===== src/fuwag_pkg.sv =====
`timescale 1ns / 1ps
// ----------------------------------------------------------------------------
// Fisheye unwarp address generator: shared definitions
// Register indexes, reset values, the sine table type and the function that
// builds the quarter-wave sine table at elaboration.
// ----------------------------------------------------------------------------
package fuwag_pkg;

  // Default parameter values.
  localparam int CoordBitsDef = 12;
  localparam int SineDepthDef = 1024;

  // Largest supported quarter-wave depth and the width of one table entry.
  localparam int MaxSineDepth = 4096;
  localparam int SineW        = 15;
  localparam int SineAmp      = 32767;

  // Configuration port widths.
  localparam int CfgIdxW  = 3;
  localparam int CfgDataW = 24;

  // Register indexes.
  localparam logic [CfgIdxW-1:0] CfgSrcWidth   = 3'd0;
  localparam logic [CfgIdxW-1:0] CfgSrcHeight  = 3'd1;
  localparam logic [CfgIdxW-1:0] CfgOutWidth   = 3'd2;
  localparam logic [CfgIdxW-1:0] CfgOutHeight  = 3'd3;
  localparam logic [CfgIdxW-1:0] CfgPhaseStep  = 3'd4;
  localparam logic [CfgIdxW-1:0] CfgAngleOfs   = 3'd5;

  // Register reset values.
  localparam logic [12:0] SrcWidthRst   = 13'd1920;
  localparam logic [12:0] SrcHeightRst  = 13'd1080;
  localparam logic [13:0] OutWidthRst   = 14'd1696;
  localparam logic [12:0] OutHeightRst  = 13'd540;
  localparam logic [23:0] PhaseStepRst  = 24'd9892;
  localparam logic [15:0] AngleOfsRst   = 16'd0;

  // pi/2 in Q30.
  localparam longint HalfPiQ30 = 64'sd1686629713;

  typedef logic [MaxSineDepth:0][SineW-1:0] sine_rom_t;

  // Quotient of two non-negative values by shift and subtract; only used
  // while the table is built at elaboration.
  function automatic longint udiv(longint num, longint den);
    longint quo;
    longint rem;
    quo = 0;
    rem = 0;
    for (int b = 62; b >= 0; b--) begin
      rem = (rem <<< 1) | ((num >>> b) & 64'sd1);
      quo = quo <<< 1;
      if (rem >= den) begin
        rem = rem - den;
        quo = quo | 64'sd1;
      end
    end
    return quo;
  endfunction

  // One quarter-wave sample, round(32767*sin(pi/2*k/depth)), from a Q30
  // Taylor series rounded half up.
  function automatic logic [SineW-1:0] quarter_sine(longint k, longint depth);
    longint x;
    longint x2;
    longint term;
    longint sum;
    longint r;
    x    = udiv(HalfPiQ30 * k, depth);
    x2   = (x * x) >>> 30;
    term = x;
    sum  = x;
    for (int n = 1; n <= 7; n++) begin
      term = (term * x2) >>> 30;
      term = udiv(term, longint'((2 * n) * (2 * n + 1)));
      if (n % 2 == 1) begin
        sum = sum - term;
      end else begin
        sum = sum + term;
      end
    end
    if (sum < 0) begin
      sum = 0;
    end
    r = (sum * SineAmp + (64'sd1 <<< 29)) >>> 30;
    if (r > SineAmp) begin
      r = SineAmp;
    end
    return SineW'(r);
  endfunction

  // Full quarter-wave table; the entry at the depth itself is full scale and
  // entries beyond it are unused.
  function automatic sine_rom_t build_sine_table(int depth);
    sine_rom_t tab;
    tab = '0;
    for (int k = 0; k <= MaxSineDepth; k++) begin
      if (k < depth) begin
        tab[k] = quarter_sine(longint'(k), longint'(depth));
      end else if (k == depth) begin
        tab[k] = SineW'(SineAmp);
      end
    end
    return tab;
  endfunction

endpackage


===== src/fuwag_phase.sv =====
`timescale 1ns / 1ps
// ----------------------------------------------------------------------------
// Phase and table address stages
// Forms the column phase in turns, then the quarter-wave addresses and signs
// of the sine and the cosine.
// ----------------------------------------------------------------------------
module fuwag_phase #(
  parameter int SineTableDepth = fuwag_pkg::SineDepthDef,
  parameter int AddrBits       = $clog2(SineTableDepth) + 1
) (
  input  logic                clk_i,
  input  logic                ld_phase_i,
  input  logic                ld_addr_i,
  input  logic [12:0]         col_i,
  input  logic [23:0]         phase_step_i,
  input  logic [15:0]         angle_offset_i,
  output logic [AddrBits-1:0] sin_addr_o,
  output logic                sin_neg_o,
  output logic [AddrBits-1:0] cos_addr_o,
  output logic                cos_neg_o
);
  import fuwag_pkg::*;

  localparam int KBits   = $clog2(SineTableDepth);
  localparam int IdxBits = KBits + 2;

  logic [23:0]          col_ext;
  logic [23:0]          phase_d, phase_q;
  logic [IdxBits-1:0]   idx;
  logic [KBits-1:0]     k;
  logic [AddrBits-1:0]  k_ext;
  logic [AddrBits-1:0]  k_mirror;
  logic [1:0]           sin_quad, cos_quad;
  logic [AddrBits-1:0]  sin_addr_d, cos_addr_d;

  // Phase modulo one turn: the product keeps only its low 24 bits.
  assign col_ext = 24'(col_i);
  assign phase_d = col_ext * phase_step_i + {angle_offset_i, 8'b0};

  always_ff @(posedge clk_i) begin
    if (ld_phase_i) begin
      phase_q <= phase_d;
    end
  end

  // Quadrant and position inside the quadrant; the cosine is one quadrant on.
  assign idx      = phase_q[23 -: IdxBits];
  assign k        = idx[KBits-1:0];
  assign k_ext    = AddrBits'(k);
  assign k_mirror = AddrBits'(SineTableDepth) - k_ext;
  assign sin_quad = idx[IdxBits-1 -: 2];
  assign cos_quad = sin_quad + 2'd1;

  assign sin_addr_d = sin_quad[0] ? k_mirror : k_ext;
  assign cos_addr_d = cos_quad[0] ? k_mirror : k_ext;

  always_ff @(posedge clk_i) begin
    if (ld_addr_i) begin
      sin_addr_o <= sin_addr_d;
      sin_neg_o  <= sin_quad[1];
      cos_addr_o <= cos_addr_d;
      cos_neg_o  <= cos_quad[1];
    end
  end

endmodule


===== config.mk =====
export PLATFORM = sky130hd
export DESIGN_NAME = fuwag_phase
export DESIGN_NICKNAME = d
export VERILOG_FILES = /design/src/fuwag_pkg.sv /design/src/fuwag_phase.sv
export SDC_FILE = /design/constraint.sdc
export NUM_CORES = 1
export LEC_CHECK = 0
export ABC_AREA = 1
export BUFFER_PORTS_ARGS = -buffer_cell sky130_fd_sc_hd__buf_4
export CORE_MARGIN = 4
export CORE_UTILIZATION = 45
export CTS_BUF_LIST = sky130_fd_sc_hd__clkbuf_4 sky130_fd_sc_hd__clkbuf_8 sky130_fd_sc_hd__clkbuf_16
export DETAILED_ROUTE_END_ITERATION = 10
export PLACE_DENSITY = 0.77
export RECOVER_POWER = 25
export SLEW_MARGIN = 0
export SYNTH_ARGS = -nofsm -noshare
export SYNTH_HDL_FRONTEND = slang
export SYNTH_SLANG_ARGS = --single-unit

===== constraint.sdc =====
create_clock -name clk_i -period 5.5 [get_ports clk_i]
set_input_delay 0.55 -clock clk_i [delete_from_list [all_inputs] [get_ports clk_i]]
set_output_delay 0.55 -clock clk_i [all_outputs]
set_load 0.02 [all_outputs]

==> flow_metrics.env <==
export IMPL_status="finished clean"
export IMPL_fin_crit_sh_pct=96.4
export IMPL_cts_tree="done"
export IMPL_synth_seq_cells=35
export IMPL_synth_async_reset_ratio_pct=0
export IMPL_firstDrtPassIters=5
export IMPL_drv_cap=0
export IMPL_worstPathRequired_ns=5.53
export IMPL_synth_top_cells_by_area="fa_1, inv_1, nand2_1"
export IMPL_setup_violations=0
export IMPL_cts_htree_levels=2
export IMPL_grt_pass1_wl_mm=34.1
export IMPL_max_freq_mhz=189
export IMPL_via_per_inst=4.71
export IMPL_reg2reg_slack_ns=3.58
export IMPL_skew_ns=0.00417
export IMPL_ys_seq_area_share_pct=11.8
export IMPL_hold_ws_ns=0.458
export IMPL_cp_data_arrival_time_ns=5.33
export IMPL_syn_to_final_growth_pct=12.6
export IMPL_place_congestion=0.931
export IMPL_overflow=0
export IMPL_dieWidth_um=149
export IMPL_initial_utilization_pct=45.8
export IMPL_placed_area_um2=9880
export IMPL_num_rows=51
export IMPL_drv_slew=0
export IMPL_numClockSinks=35
export IMPL_clock_latency_ns=0.27
export IMPL_avgSynthCellArea_um2=7.71
export IMPL_ant_nets=0
export IMPL_synth_top_area_cell="fa_1"
export IMPL_critPathMaxFanout=13
export IMPL_grt_max_degree=27
export IMPL_cts_root_buffer="clkbuf_16"
export IMPL_antenna_cells=0
export IMPL_vias=7025
export IMPL_synthFlopType="edfxtp_1"
export IMPL_worstMarginPinSlew_ns=1.07
export IMPL_crit_type="input port to flip-flop"
export IMPL_hold_viol=0
export IMPL_clkTransAtPathRegs_ns=0.05
export IMPL_antenna_found_initial=0
export IMPL_synthMostInstantiatedCell="inv_1"
export IMPL_worst_hold_path_type="flip-flop to flip-flop"
export IMPL_ys_top_cells_by_count="inv_1, nand2_1, fa_1, ha_1, edfxtp_1"
export IMPL_synth_top_area_share_pct=41.1
export IMPL_clk_path_buf_depth=2
export IMPL_synth_warnings=0
export IMPL_syn_area_um2=8910
export IMPL_min_period_ns=5.30
export IMPL_grt_setup_unrepaired="no"
export IMPL_worst_setup_path_start_kind="input port"
export IMPL_drcViolationCount=0
export IMPL_nNetsFinal=1509
export IMPL_grt_pass1_vias=7440
export IMPL_die_height_um=149
export IMPL_post_route_cell_area_um2=10000
export IMPL_finalSetupTns_ns=0
export IMPL_numPortBuffers=79
export IMPL_cts_made_buffers=5
export IMPL_ys_types=28
export IMPL_endpoint_kind="flip-flop"
export IMPL_syn_nets=1439
export IMPL_cts_resized=0
export IMPL_postCtsSetupRepairBufs=0
export IMPL_hpwl_mm=16.8
export IMPL_wl_mm=19.9
export IMPL_wire_per_inst_um=13.3
export IMPL_ctsHoldBuffers=0
export IMPL_drtIter0Drc=392
export IMPL_core_um2=19500
export IMPL_drive_above_1_share_pct=9.71
export IMPL_die_area_um2=22100
export IMPL_syn_inst=1156
export IMPL_synth_edff_count=35
export IMPL_slew_headroom_pct=29.0
export IMPL_boundaryPins=80
export IMPL_grt_total_usage_pct=19.0
## cell type report
| type | instances | area, um2 |
|---|---|---|
| clock inverter | 2 | 8.76 |
| clock buffer | 5 | 125 |
| tap | 265 | 332 |
| sequential | 35 | 1050 |
| multi-input combinational | 718 | 6340 |
| fill | 1856 | 9430 |
| timing repair buffer | 109 | 838 |
| inverter | 357 | 1340 |
## layout by cell type, fill, tap and decap left out, drive strengths merged
master	instances
nor3	5
nand4	6
clkbuf	7
inv	356
or2	1
a211oi	1
xnor2	8
buf	107
nand3b	2
edfxtp	35
o21ai	30
a21oi	23
ha	44
nand3	32
fa	183
nor2	24
clkinv	3
xor2	15
a21o	1
nor4	1
nand2	342
## final timing paths
path                   startpoint       endpoint  cells past startpoint
setup / recovery  phase_step_i[8]    phase_q[23]                     22
hold reg to reg       phase_q[12]  sin_addr_o[0]                      0
hold / removal        phase_q[12]  sin_addr_o[0]                      0
setup reg to reg      phase_q[12]  sin_addr_o[8]                      7
## per-stage QoR
stage / util [%] / setup WS, ns / std cells
global route: 51.5 / 0.0112 / 1491
global placement: 50.8 / -0.0622 / 1484
CTS: 51.5 / 0.180 / 1491
detailed placement: 50.8 / -0.106 / 1484
floorplan: - / 0.0270 / 1156
finish: 51.5 / 0.196 / 1491
## worst max-delay path, stage by stage
cell,delay [ns]
buf_4,0.18
nand2_1,0.07
inv_1,0.05
fa_1,0.53
inv_1,0.05
fa_1,0.50
inv_1,0.06
fa_1,0.48
fa_1,0.50
fa_1,0.49
inv_1,0.05
fa_1,0.47
inv_1,0.04
ha_1,0.33
nand2_1,0.11
o21ai_1,0.18
a21oi_1,0.12
or2_2,0.28
nand3_1,0.08
inv_1,0.05
nand3_1,0.07
nand2_1,0.07
## layer usage
metal / up-vias / track usage [%] / share of wire, %
met1: 3307 / 23.6 / 40
met2: 271 / 34.2 / 50
met3: 48 / 2.93 / 7.4
met5: - / 0 / 0
met4: 0 / 5.40 / 2.3
li1: 3399 / - / -
## logic make-up (layout without fill, tap and decap cells)
family | after synthesis | after routing | share of synthesized area, %
and+or+nand+nor | 413 | 413 | 18.3
buffers and inverters | 403 | 473 | 17.2
adders and majority gates | 227 | 227 | 47.3
AOI/OAI and AO/OA | 55 | 55 | 3.19
DFF | 35 | 35 | 11.8
xor gates and xnor gates | 23 | 23 | 2.26
## state kept, by name, summed over array words and instances (netlist names)
name        count
phase_q        12
cos_addr_o     10
cos_neg_o       1
sin_neg_o       1
sin_addr_o     11
Power is not shown: default switching activity piles up to over one toggle a cycle in this logic, so the estimate is an artifact.
