File: config.mk
export PLATFORM = sky130hd
export DESIGN_NAME = fuwag_axis
export DESIGN_NICKNAME = d
export VERILOG_FILES = /design/src/fuwag_pkg.sv /design/src/fuwag_axis.sv
export SDC_FILE = /design/constraint.sdc
export NUM_CORES = 1
export LEC_CHECK = 0
export BUFFER_PORTS_ARGS = -buffer_cell sky130_fd_sc_hd__buf_2
export CAP_MARGIN = 15
export CORE_UTILIZATION = 40
export DETAILED_ROUTE_END_ITERATION = 8
export GPL_TIMING_DRIVEN = 0
export PLACE_DENSITY_LB_ADDON = 0.05
export SETUP_SLACK_MARGIN = 0.4
export SYNTH_ARGS = -nofsm -noshare
export SYNTH_HDL_FRONTEND = slang
export SYNTH_SLANG_ARGS = --single-unit
File: constraint.sdc
create_clock -name clk_i -period 9.25 [get_ports clk_i]
set_input_delay 1.85 -clock clk_i [delete_from_list [all_inputs] [get_ports clk_i]]
set_output_delay 1.85 -clock clk_i [all_outputs]
set_load 0.01 [all_outputs]
File: src/fuwag_pkg.sv
`timescale 1ns / 1ps
// ----------------------------------------------------------------------------
// Fisheye unwarp address generator: shared definitions
// Register indexes, reset values, the sine table type and the function that
// builds the quarter-wave sine table at elaboration.
// ----------------------------------------------------------------------------
package fuwag_pkg;

  // Default parameter values.
  localparam int CoordBitsDef = 12;
  localparam int SineDepthDef = 1024;

  // Largest supported quarter-wave depth and the width of one table entry.
  localparam int MaxSineDepth = 4096;
  localparam int SineW        = 15;
  localparam int SineAmp      = 32767;

  // Configuration port widths.
  localparam int CfgIdxW  = 3;
  localparam int CfgDataW = 24;

  // Register indexes.
  localparam logic [CfgIdxW-1:0] CfgSrcWidth   = 3'd0;
  localparam logic [CfgIdxW-1:0] CfgSrcHeight  = 3'd1;
  localparam logic [CfgIdxW-1:0] CfgOutWidth   = 3'd2;
  localparam logic [CfgIdxW-1:0] CfgOutHeight  = 3'd3;
  localparam logic [CfgIdxW-1:0] CfgPhaseStep  = 3'd4;
  localparam logic [CfgIdxW-1:0] CfgAngleOfs   = 3'd5;

  // Register reset values.
  localparam logic [12:0] SrcWidthRst   = 13'd1920;
  localparam logic [12:0] SrcHeightRst  = 13'd1080;
  localparam logic [13:0] OutWidthRst   = 14'd1696;
  localparam logic [12:0] OutHeightRst  = 13'd540;
  localparam logic [23:0] PhaseStepRst  = 24'd9892;
  localparam logic [15:0] AngleOfsRst   = 16'd0;

  // pi/2 in Q30.
  localparam longint HalfPiQ30 = 64'sd1686629713;

  typedef logic [MaxSineDepth:0][SineW-1:0] sine_rom_t;

  // Quotient of two non-negative values by shift and subtract; only used
  // while the table is built at elaboration.
  function automatic longint udiv(longint num, longint den);
    longint quo;
    longint rem;
    quo = 0;
    rem = 0;
    for (int b = 62; b >= 0; b--) begin
      rem = (rem <<< 1) | ((num >>> b) & 64'sd1);
      quo = quo <<< 1;
      if (rem >= den) begin
        rem = rem - den;
        quo = quo | 64'sd1;
      end
    end
    return quo;
  endfunction

  // One quarter-wave sample, round(32767*sin(pi/2*k/depth)), from a Q30
  // Taylor series rounded half up.
  function automatic logic [SineW-1:0] quarter_sine(longint k, longint depth);
    longint x;
    longint x2;
    longint term;
    longint sum;
    longint r;
    x    = udiv(HalfPiQ30 * k, depth);
    x2   = (x * x) >>> 30;
    term = x;
    sum  = x;
    for (int n = 1; n <= 7; n++) begin
      term = (term * x2) >>> 30;
      term = udiv(term, longint'((2 * n) * (2 * n + 1)));
      if (n % 2 == 1) begin
        sum = sum - term;
      end else begin
        sum = sum + term;
      end
    end
    if (sum < 0) begin
      sum = 0;
    end
    r = (sum * SineAmp + (64'sd1 <<< 29)) >>> 30;
    if (r > SineAmp) begin
      r = SineAmp;
    end
    return SineW'(r);
  endfunction

  // Full quarter-wave table; the entry at the depth itself is full scale and
  // entries beyond it are unused.
  function automatic sine_rom_t build_sine_table(int depth);
    sine_rom_t tab;
    tab = '0;
    for (int k = 0; k <= MaxSineDepth; k++) begin
      if (k < depth) begin
        tab[k] = quarter_sine(longint'(k), longint'(depth));
      end else if (k == depth) begin
        tab[k] = SineW'(SineAmp);
      end
    end
    return tab;
  endfunction

endpackage

File: src/fuwag_axis.sv
`timescale 1ns / 1ps
// ----------------------------------------------------------------------------
// Source coordinate for one axis
// Computes trunc((size*32767 + 2*radius*s) / 65534) over four stages:
// product, sum and magnitude, division by 65534, range check and clamp.
// ----------------------------------------------------------------------------
module fuwag_axis #(
  parameter int CoordBits = fuwag_pkg::CoordBitsDef
) (
  input  logic                        clk_i,
  input  logic [3:0]                  ld_i,
  input  logic [11:0]                 radius_i,
  input  logic [fuwag_pkg::SineW-1:0] mag_i,
  input  logic                        neg_i,
  input  logic [12:0]                 size_i,
  output logic [CoordBits-1:0]        coord_o,
  output logic                        inside_o
);
  import fuwag_pkg::*;

  localparam logic [13:0] CoordMax = 14'((1 << CoordBits) - 1);

  logic [26:0]        prod_q;
  logic               prod_neg_q;
  logic [27:0]        base;
  logic [27:0]        term;
  logic signed [29:0] num;
  logic [28:0]        num_abs;
  logic [27:0]        half_q;
  logic               quot_neg_q;
  logic [12:0]        quot_est;
  logic [15:0]        rem;
  logic [13:0]        quot;
  logic signed [14:0] coord_d, coord_q;
  logic               inside_d;
  logic [CoordBits-1:0] clamp_d;

  // Radius times sine magnitude.
  always_ff @(posedge clk_i) begin
    if (ld_i[0]) begin
      prod_q     <= 27'(radius_i) * 27'(mag_i);
      prod_neg_q <= neg_i;
    end
  end

  // Numerator with sign, then its magnitude halved: dividing by 65534 is
  // dividing the halved magnitude by 32767.
  assign base    = {size_i, 15'b0} - 28'(size_i);
  assign term    = {prod_q, 1'b0};
  assign num     = prod_neg_q ? ($signed({2'b0, base}) - $signed({2'b0, term}))
                              : ($signed({2'b0, base}) + $signed({2'b0, term}));
  assign num_abs = num[29] ? 29'(-num) : 29'(num);

  always_ff @(posedge clk_i) begin
    if (ld_i[1]) begin
      half_q     <= num_abs[28:1];
      quot_neg_q <= num[29];
    end
  end

  // Division by 32767: the shift estimate is low by at most one, so one
  // compare on the remainder corrects it.
  assign quot_est = half_q[27:15];
  assign rem      = 16'(half_q[14:0]) + 16'(quot_est);
  assign quot     = 14'(quot_est) + ((rem >= 16'(SineAmp)) ? 14'd1 : 14'd0);
  assign coord_d  = quot_neg_q ? -$signed({1'b0, quot}) : $signed({1'b0, quot});

  always_ff @(posedge clk_i) begin
    if (ld_i[2]) begin
      coord_q <= coord_d;
    end
  end

  // Range check against the image size and clamp to the coordinate range.
  assign inside_d = !coord_q[14] && (coord_q[13:0] < {1'b0, size_i});

  always_comb begin
    if (coord_q[14]) begin
      clamp_d = '0;
    end else if (coord_q[13:0] > CoordMax) begin
      clamp_d = CoordBits'(CoordMax);
    end else begin
      clamp_d = CoordBits'(coord_q[13:0]);
    end
  end

  always_ff @(posedge clk_i) begin
    if (ld_i[3]) begin
      coord_o  <= clamp_d;
      inside_o <= inside_d;
    end
  end

endmodule

==> impl_metrics.tcl <==
set metrics [dict create \
    ctsHtreeMaxLevel 3 \
    drt-met1-wl_um 17240 \
    synth.area.mux_share 0.006592 \
    seq_power_share 0.173 \
    crit_required_ns 9.37 \
    clk_latency_ns 0.36 \
    cts_tree "done" \
    hold_start "coord_q[13]" \
    synth_simple_gate_area_frac 0.1996 \
    clockPowerShare 0.073 \
    cts-resized-gates 0 \
    syn_nets 1980 \
    fmax_mhz 125.7 \
    drive_above_1_share 0.06725 \
    synthFlopType "edfxtp_1" \
    maxSlewViolCount 0 \
    die_h_um 190.6 \
    top_layer "met4" \
    synth_area_per_cell_um2 8.617 \
    core.rowCount 68 \
    drt_first_pass_iters 7 \
    route.detailed.drc 0 \
    grt_pass1_vias 11610 \
    initial_core_util 0.4091 \
    synth_compound_area_frac 0.1376 \
    relSlewSlack 0.4467 \
    p_leak_nw 7.105 \
    vias 11400 \
    finalHoldViolations 0 \
    nNetsFinal 2048 \
    cts-buffers-inserted 9 \
    start_kind "input pin" \
    yosys_warnings 0 \
    synth-edff-count 85 \
    crit_type "input pin to register" \
    drtAntennaViolNets 0 \
    cts.sinks 85 \
    drv_cap 0 \
    fp.dieW_um 190.6 \
    crit_chain "buf_2 -> clkbuf_1 -> nand2_1 -> fa_1 -> fa_1 -> inv_1 -> ha_1 -> fa_1 -> inv_1 -> fa_1 -> inv_1 -> ha_1 -> nand2_1 -> o21ai_0 -> o41ai_1 -> o22ai_1 -> or4b_2 -> a31oi_1 -> a211o_1 -> o21bai_1 -> a21oi_1 -> xnor2_1" \
    ys_types 89 \
    timing.final.crit_period_ns 7.954 \
    arrival_ns 8.07 \
    netlist_area_mm2 0.01423 \
    root_buffer "clkbuf_16" \
    max_stage_delay_ns 0.69 \
    tightest_slew_ns 0.8241 \
    setup_tns_ns 0 \
    ctsHoldBuffers 0 \
    synth_top_family_by_area "adder cells" \
    critPathLaunch "radius_i[5]" \
    worst_clock_skew_ns 0.01692 \
    wl_met3_um 1008 \
    syn_to_final_growth_pct 8.104 \
    cp_slowest_cell "or4b_2" \
    wl_um 38340 \
    die_area_mm2 0.03635 \
    rsz0062_at_grt "no" \
    status "finished clean" \
    place_hpwl_um 32490 \
    intPower_w 0.002545 \
    min_path_type "register to register" \
    vias_per_cell 5.230 \
    grt_pass1_wl_um 61530 \
    grt_usage 0.2186 \
    diodes 0 \
    min_period_over_period 0.8599 \
    setup_viol 0 \
    synth-xor-area-share 0.07208 \
    yosysSeqAreaShare 0.1793 \
    worst-path-max-fanout 10 \
    postCtsSetupRepairBufs 0 \
    path_clk_slew_ns 0.08 \
    io_pins 59 \
    grt_max_degree 30 \
    wl_per_cell_um 17.59 \
    crit_buf_inv 5 \
    swShare 0.4954 \
    crit_top_cell "fa_1" \
    route.met2.wl_um 19130 \
    synth_seq_cells 85 \
    cp_top_family "adder cells" \
    p_switching_w 0.002499 \
    synth_cells 1652 \
    async_flop_share 0 \
    max-clock-path-buffers 2 \
    power.total_w 0.005044 \
    overflow 0 \
    drt_iter0_markers 515 \
    p_per_area_mw_per_mm2 327.8 \
    synthAdderAreaFrac 0.3180 \
    pwr-share-comb 0.754 \
    antenna_found_initial 0 \
    gp_congestion 0.9137 \
    end_kind "register" \
    rr_startpoint "half_q[16]" \
    coreArea_mm2 0.03480 \
    io_buffer_count 57 \
    peakVddDrop_uv 163.6 \
]
-- flip-flops by register name (all words and copies together), names as in the netlist --
| name | flops |
|---|---|
| quot_neg_q | 1 |
| prod_q | 27 |
| coord_q | 15 |
| coord_o | 12 |
| half_q | 28 |
| prod_neg_q | 1 |
| inside_o | 1 |
-- per-stage QoR --
step	setup WS (ns)	hold slack [ns]	instance area (um2)	std cells	utilization
after floorplan	1.888	0.5281	14230	1652	-
after global placement	0.8939	0.5845	15090	2164	0.4336
after detailed placement	0.8776	0.5839	15090	2164	0.4336
after CTS	1.290	0.5975	15390	2180	0.4422
after global routing	0.8770	0.6166	15390	2180	0.4422
final	1.296	0.6004	15390	2180	0.4422
-- kinds of logic after synthesis --
group / after synthesis
compound gates: 279
fa+ha+maj: 282
buf+inv: 324
flops: 85
simple gates: 558
xor+xnor: 115
mux: 9
-- layout make-up --
class,count,area (um2)
inverter,267,1002
timing repair buffer,57,285.3
buffer,57,234.0
clock inverter,7,73.82
fill,3514,19410
clock buffer,9,225.2
tap,455,569.3
multi-input combinational,1243,10450
sequential,85,2552
-- power by group through the flow --
stage,registers (W),logic (W),clock network (W)
after global placement,0.000883,0.00378,0
after detailed placement,0.000884,0.00380,0
final,0.000874,0.00380,0.000369
after floorplan,0.000829,0.00300,0
after CTS,0.000879,0.00383,0.000385
after global routing,0.000894,0.00431,0.000398
-- per-layer routing --
metal,GRT usage,vias up
met5,0,-
met4,0.06769,0
li1,-,5663
met3,0.01859,43
met2,0.3952,197
met1,0.2735,5498
-- path summary, 6_finish.rpt --
path / endpoint / slack, ns / cells after the start
worst max-delay path: prod_q[25] / 1.30 / 22
worst min-delay path: inside_o / 0.60 / 1
worst max register to register: coord_q[13] / 3.64 / 22
worst min register to register: inside_o / 0.60 / 1
-- worst register-to-register path, delay by kind of cell (launching register included) --
family / cells / cell delay (ns)
flip-flops: 1 / 0.51
XOR/XNOR: 3 / 0.42
adder cells (fa/ha/maj): 3 / 0.82
AO/OA/AOI/OAI: 10 / 2.48
AND/OR/NAND/NOR: 6 / 1.14
-- layout by cell type, fill, tap and decap left out, types with 17 or more instances in the layout --
cell	synthesis	final
xor2_1	23	23
inv_1	266	266
a21o_1	35	35
nand2b_1	24	24
ha_1	149	149
nor2_1	107	107
fa_1	133	133
xnor2_1	91	91
o31ai_1	17	17
o21ai_0	49	49
buf_2	4	61
edfxtp_1	85	85
and2_1	75	75
clkbuf_1	48	48
nand2_1	173	173
a21oi_1	64	64
nor3_1	40	40
nand3_1	28	28
-- cells in the mapped netlist, drive strengths merged, types with 15 or more instances --
| cell type | n | share of area |
|---|---|---|
| a21o | 35 | 0.018 |
| a21oi | 66 | 0.024 |
| and2 | 75 | 0.033 |
| clkbuf | 48 | 0.013 |
| edfxtp | 85 | 0.18 |
| fa | 133 | 0.19 |
| ha | 149 | 0.13 |
| inv | 267 | 0.070 |
| nand2 | 173 | 0.046 |
| nand2b | 25 | 0.012 |
| nand3 | 29 | 0.011 |
| nor2 | 107 | 0.028 |
| nor2b | 15 | 0.0066 |
| nor3 | 42 | 0.016 |
| nor4 | 16 | 0.0085 |
| o21ai | 49 | 0.017 |
| o31ai | 17 | 0.0090 |
| xnor2 | 92 | 0.058 |
| xor2 | 23 | 0.014 |
(Power assumes the default switching activity.)
